--- config.mk ---
export PLATFORM = sky130hd
export DESIGN_NAME = mips_ie_regfile
export DESIGN_NICKNAME = d
export VERILOG_FILES = /design/src/mips_ie_pkg.sv /design/src/mips_ie_regfile.sv
export SDC_FILE = /design/constraint.sdc
export NUM_CORES = 1
export LEC_CHECK = 0
export BUFFER_PORTS_ARGS = -buffer_cell sky130_fd_sc_hd__buf_2
export CORE_MARGIN = 2
export CORE_UTILIZATION = 46
export DETAILED_ROUTE_END_ITERATION = 10
export PLACE_DENSITY = 0.69
export SYNTH_ARGS = -nofsm -noshare
export SYNTH_HDL_FRONTEND = slang
export SYNTH_SLANG_ARGS = --single-unit
--- constraint.sdc ---
create_clock -name clk_i -period 2.2 [get_ports clk_i]
set_input_delay 0.44 -clock clk_i [delete_from_list [all_inputs] [get_ports clk_i]]
set_output_delay 0.44 -clock clk_i [all_outputs]
set_load 0.01 [all_outputs]
--- src/mips_ie_pkg.sv ---
// Shared types, opcodes and defaults for the MIPS I-type execute block.
package mips_ie_pkg;

  parameter int unsigned MEM_BYTES_DEF = 32'd65536;

  typedef enum logic [5:0] {
    OP_BEQ   = 6'h04,
    OP_BNE   = 6'h05,
    OP_ADDI  = 6'h08,
    OP_ADDIU = 6'h09,
    OP_SLTI  = 6'h0A,
    OP_SLTIU = 6'h0B,
    OP_ANDI  = 6'h0C,
    OP_ORI   = 6'h0D,
    OP_XORI  = 6'h0E,
    OP_LUI   = 6'h0F,
    OP_LB    = 6'h20,
    OP_LH    = 6'h21,
    OP_LW    = 6'h23,
    OP_LBU   = 6'h24,
    OP_LHU   = 6'h25,
    OP_SB    = 6'h28,
    OP_SH    = 6'h29,
    OP_SW    = 6'h2B
  } opcode_e;

  typedef enum logic [2:0] {
    LD_NONE = 3'd0,
    LD_B    = 3'd1,
    LD_BU   = 3'd2,
    LD_H    = 3'd3,
    LD_HU   = 3'd4,
    LD_W    = 3'd5
  } load_e;

  // Register file write port
  typedef struct packed {
    logic        we;
    logic [4:0]  addr;
    logic [31:0] data;
  } rf_wr_t;

  // Data memory strobe and per-lane write mask (lane 0 is the lowest byte)
  typedef struct packed {
    logic       en;
    logic [3:0] wmask;
  } dmem_ctl_t;

endpackage

--- src/mips_ie_regfile.sv ---
// 32 x 32-bit register file with registered dual read and per-entry valid bits.
module mips_ie_regfile (
  input  logic                clk_i,
  input  logic                rst_ni,
  input  mips_ie_pkg::rf_wr_t wr_i,
  input  logic                rd_en_i,
  input  logic [4:0]          rs_i,
  input  logic [4:0]          rt_i,
  output logic [31:0]         rd_a_o,
  output logic [31:0]         rd_b_o
);

  logic [31:0] rf_q [32];
  logic [31:0] valid_q;
  logic [31:0] rd_a_q, rd_b_q;
  logic        rd_av_q, rd_bv_q;

  always_ff @(posedge clk_i) begin
    if (wr_i.we) begin
      rf_q[wr_i.addr] <= wr_i.data;
    end
    if (rd_en_i) begin
      rd_a_q <= rf_q[rs_i];
      rd_b_q <= rf_q[rt_i];
    end
  end

  // An entry never written reads as zero; entry zero is never written
  always_ff @(posedge clk_i or negedge rst_ni) begin
    if (!rst_ni) begin
      valid_q <= '0;
      rd_av_q <= 1'b0;
      rd_bv_q <= 1'b0;
    end else begin
      if (wr_i.we) begin
        valid_q[wr_i.addr] <= 1'b1;
      end
      if (rd_en_i) begin
        rd_av_q <= valid_q[rs_i];
        rd_bv_q <= valid_q[rt_i];
      end
    end
  end

  assign rd_a_o = rd_av_q ? rd_a_q : '0;
  assign rd_b_o = rd_bv_q ? rd_b_q : '0;

endmodule

==> flow_metrics.env <==
export IMPL_run_status="finished clean"
export IMPL_critPathArrivalTime_ns=1.71
export IMPL_cp_cell_sequence="buf_8, and2_2, buf_2"
export IMPL_fill_cells=8049
export IMPL_drt_total_wl_um=144400
export IMPL_antenna_found_initial=18
export IMPL_pre_cts_ws_ns=-0.4551
export IMPL_synth_top_area_frac=0.6423
export IMPL_synth_area_leader_cell="edfxtp_1"
export IMPL_slew_limit_headroom=0.5044
export IMPL_ys_warn_count=0
export IMPL_p_total_w=0.04924
export IMPL_cap_violations=0
export IMPL_grt_pass1_wl_um=206400
export IMPL_vias=27520
export IMPL_ir_drop_uv=914.4
export IMPL_cts_setup_buffers=0
export IMPL_fin_ws_ns=0.04627
export IMPL_die_area_um2=113300
export IMPL_ff_latch_area_um2=33520
export IMPL_powerDensity_nw_per_um2=815.9
export IMPL_syn_to_final_growth_pct=18.65
export IMPL_fmaxAchievable_mhz=464.3
export IMPL_grt_max_degree=41
export IMPL_grt_pass1_vias=28400
export IMPL_critPathMaxStageDelay_ns=0.39
export IMPL_drtAntennaViolNets=0
export IMPL_p_leak_nw=19.44
export IMPL_die_h_um=336.5
export IMPL_min_period_ns=2.154
export IMPL_cts_made_buffers=114
export IMPL_slew_violations=0
export IMPL_hold_viol_final=0
export IMPL_crit_type="reg2out"
export IMPL_r2r_slack_ns=0.21
export IMPL_dp_hpwl_um=90000
export IMPL_drt_wirelength_per_cell_um=35.02
export IMPL_die_width_um=336.5
export IMPL_crit_slowest_cell="dfrtp_1"
export IMPL_synth_area_um2=50870
export IMPL_cts_root_buf="clkbuf_16"
export IMPL_start_util=0.4653
export IMPL_grt_setup_unrepaired="true"
export IMPL_fin_skew_ns=0.02415
export IMPL_yosysSeqAreaShare=0.6590
export IMPL_synth_seq_cells=1122
export IMPL_grtUsageTotal=0.2583
export IMPL_globalplace_congestion=0.8410
export IMPL_avgSynthCellArea_um2=23.00
export IMPL_crit_fanout=14
export IMPL_fin_crit_sh=0.9790
export IMPL_port_buffers=114
export IMPL_drt_iter0_drc=3709
export IMPL_worst_setup_path_start_kind="flop"
export IMPL_syn_inst=2212
export IMPL_grt_overflow=0
export IMPL_async_flop_share=0.03030
export IMPL_cts_htree_levels=3
export IMPL_drive_gt1_frac=0.5042
export IMPL_ys_types=28
export IMPL_clockBufferDepth=3
export IMPL_tightest_slew_ns=0.7434
export IMPL_ios=115
export IMPL_required_ns=1.76
export IMPL_post_drt_via_cell_ratio=6.673
export IMPL_synthTopCellsByArea="edfxtp_1, mux4_2, dfrtp_1, mux2_2, and2_1"
export IMPL_fin_nets=2588
export IMPL_hp_class="in2reg"
export IMPL_clock_latency_ns=0.70
export IMPL_cp_end_kind="primary output"
export IMPL_first_pass_iters=5
export IMPL_multiInputGateArea_um2=16800
export IMPL_synth_ff_type="edfxtp_1"
export IMPL_drc_errors=0
export IMPL_finalSetupViolCount=0
export IMPL_clkTransAtPathRegs_ns=0.07
export IMPL_num_rows=121
export IMPL_cts_tree="done"
export IMPL_fp_coreArea_um2=109300
export IMPL_synth_fp_nets=2263
export IMPL_cts_sinks=1122
export IMPL_synth_edf_count=1088
[placed cells by master, fill, tap and decap left out, types with 34 or more instances in the layout]
cell type and count:
mux4_2 640, buf_2 105, dfrtp_1 34, buf_12 129
clkbuf_16 116, edfxtp_1 1088, mux2_2 64, and2_1 60
buf_4 130
[final cells by class]
| class | count | area share |
|---|---|---|
| clock buffer | 128 | 0.04884 |
| sequential | 1122 | 0.5554 |
| tap | 1476 | 0.03060 |
| clock inverter | 87 | 0.01667 |
| timing repair buffer | 373 | 0.06964 |
| multi-input combinational | 926 | 0.2783 |
| antenna | 12 | 0.0004976 |
[timing repair]
item                       CTS  global route
resized for setup            5             4
setup endpoints to repair    6             4
hold endpoints to repair    34             0
hold buffers                 1             0
[stage by stage]
stage | area [um^2] | TNS (ns) | utilization | hold WS (ns) | cells
3_5_place_dp | 56340 | -24.01 | 0.5154 | 0.4797 | 3896
3_3_place_gp | 56340 | -23.43 | 0.5154 | 0.4772 | 3896
5_1_grt | 60330 | -0.003137 | 0.5519 | 0.1878 | 4114
6_report | 60350 | 0 | 0.5521 | 0.2181 | 4124
2_1_floorplan | 51040 | -300.65 | - | 0.1444 | 2212
4_1_cts | 60310 | 0 | 0.5518 | 0.1825 | 4112
[critical path: cells and delay by family (launching register included)]
kind | cells | cell delay [ns]
buffers and inverters | 2 | 0.36
flip-flops | 1 | 0.39
AND/OR/NAND/NOR | 1 | 0.25
[report_power, final]
group	total [W]	internal, W	switching (W)	leakage, nW
Combinational	0.00448	0.00230	0.00218	7.27
Sequential	0.0243	0.0240	0.000334	10.2
Clock	0.0204	0.0120	0.00842	1.92
Total	0.0492	0.0383	0.0109	19.4
[cell usage after synthesis, types with 3 or more instances]
library cell	count
and3_1	4
nand3b_1	5
or2_2	32
edfxtp_1	1088
buf_2	48
nor2_1	37
mux2_2	64
a21oi_1	7
nand3_1	4
and2_1	65
nand2b_1	4
or3b_2	3
mux2i_1	32
mux4_2	640
buf_1	20
dfrtp_1	34
a22oi_1	4
buf_6	16
nor2b_1	4
a31oi_1	3
nand2_1	9
clkbuf_1	80
[cell families after synthesis]
logic type | share of synthesized area
multiplexers | 0.3038
buffers and inverters | 0.01564
AND/OR/NAND/NOR | 0.01882
flip-flops | 0.6590
AO/OA/AOI/OAI | 0.002657
[worst paths after layout]
kind / endpoint / start / cells after the start
setup / recovery: rd_a_o[1] / rd_av_q / 3
hold / removal: rd_b_q[26] / rd_en_i / 1
setup reg to reg: rd_b_q[7] / rf_q[22][7] / 3
hold reg to reg: valid_q[8] / valid_q[8] / 1
max in group asynchronous: valid_q[8] / rst_ni / 2
min in group asynchronous: valid_q[29] / rst_ni / 2
[metal layers]
layer | global-route usage | up-vias | wire length, um
met5 | 0 | - | 120
met4 | 0.08463 | 18 | 4868
met3 | 0.05694 | 310 | 14110
met2 | 0.4051 | 1767 | 68620
met1 | 0.3639 | 14910 | 56710
li1 | - | 10510 | -
[sequential cells by signal, indices dropped and copies added, names as in the netlist]
| register | count |
|---|---|
| rd_av_q | 1 |
| rd_a_q | 32 |
| rd_b_q | 32 |
| valid_q | 32 |
| rf_q | 1024 |
| rd_bv_q | 1 |
Power figures use the tool's default switching activity.
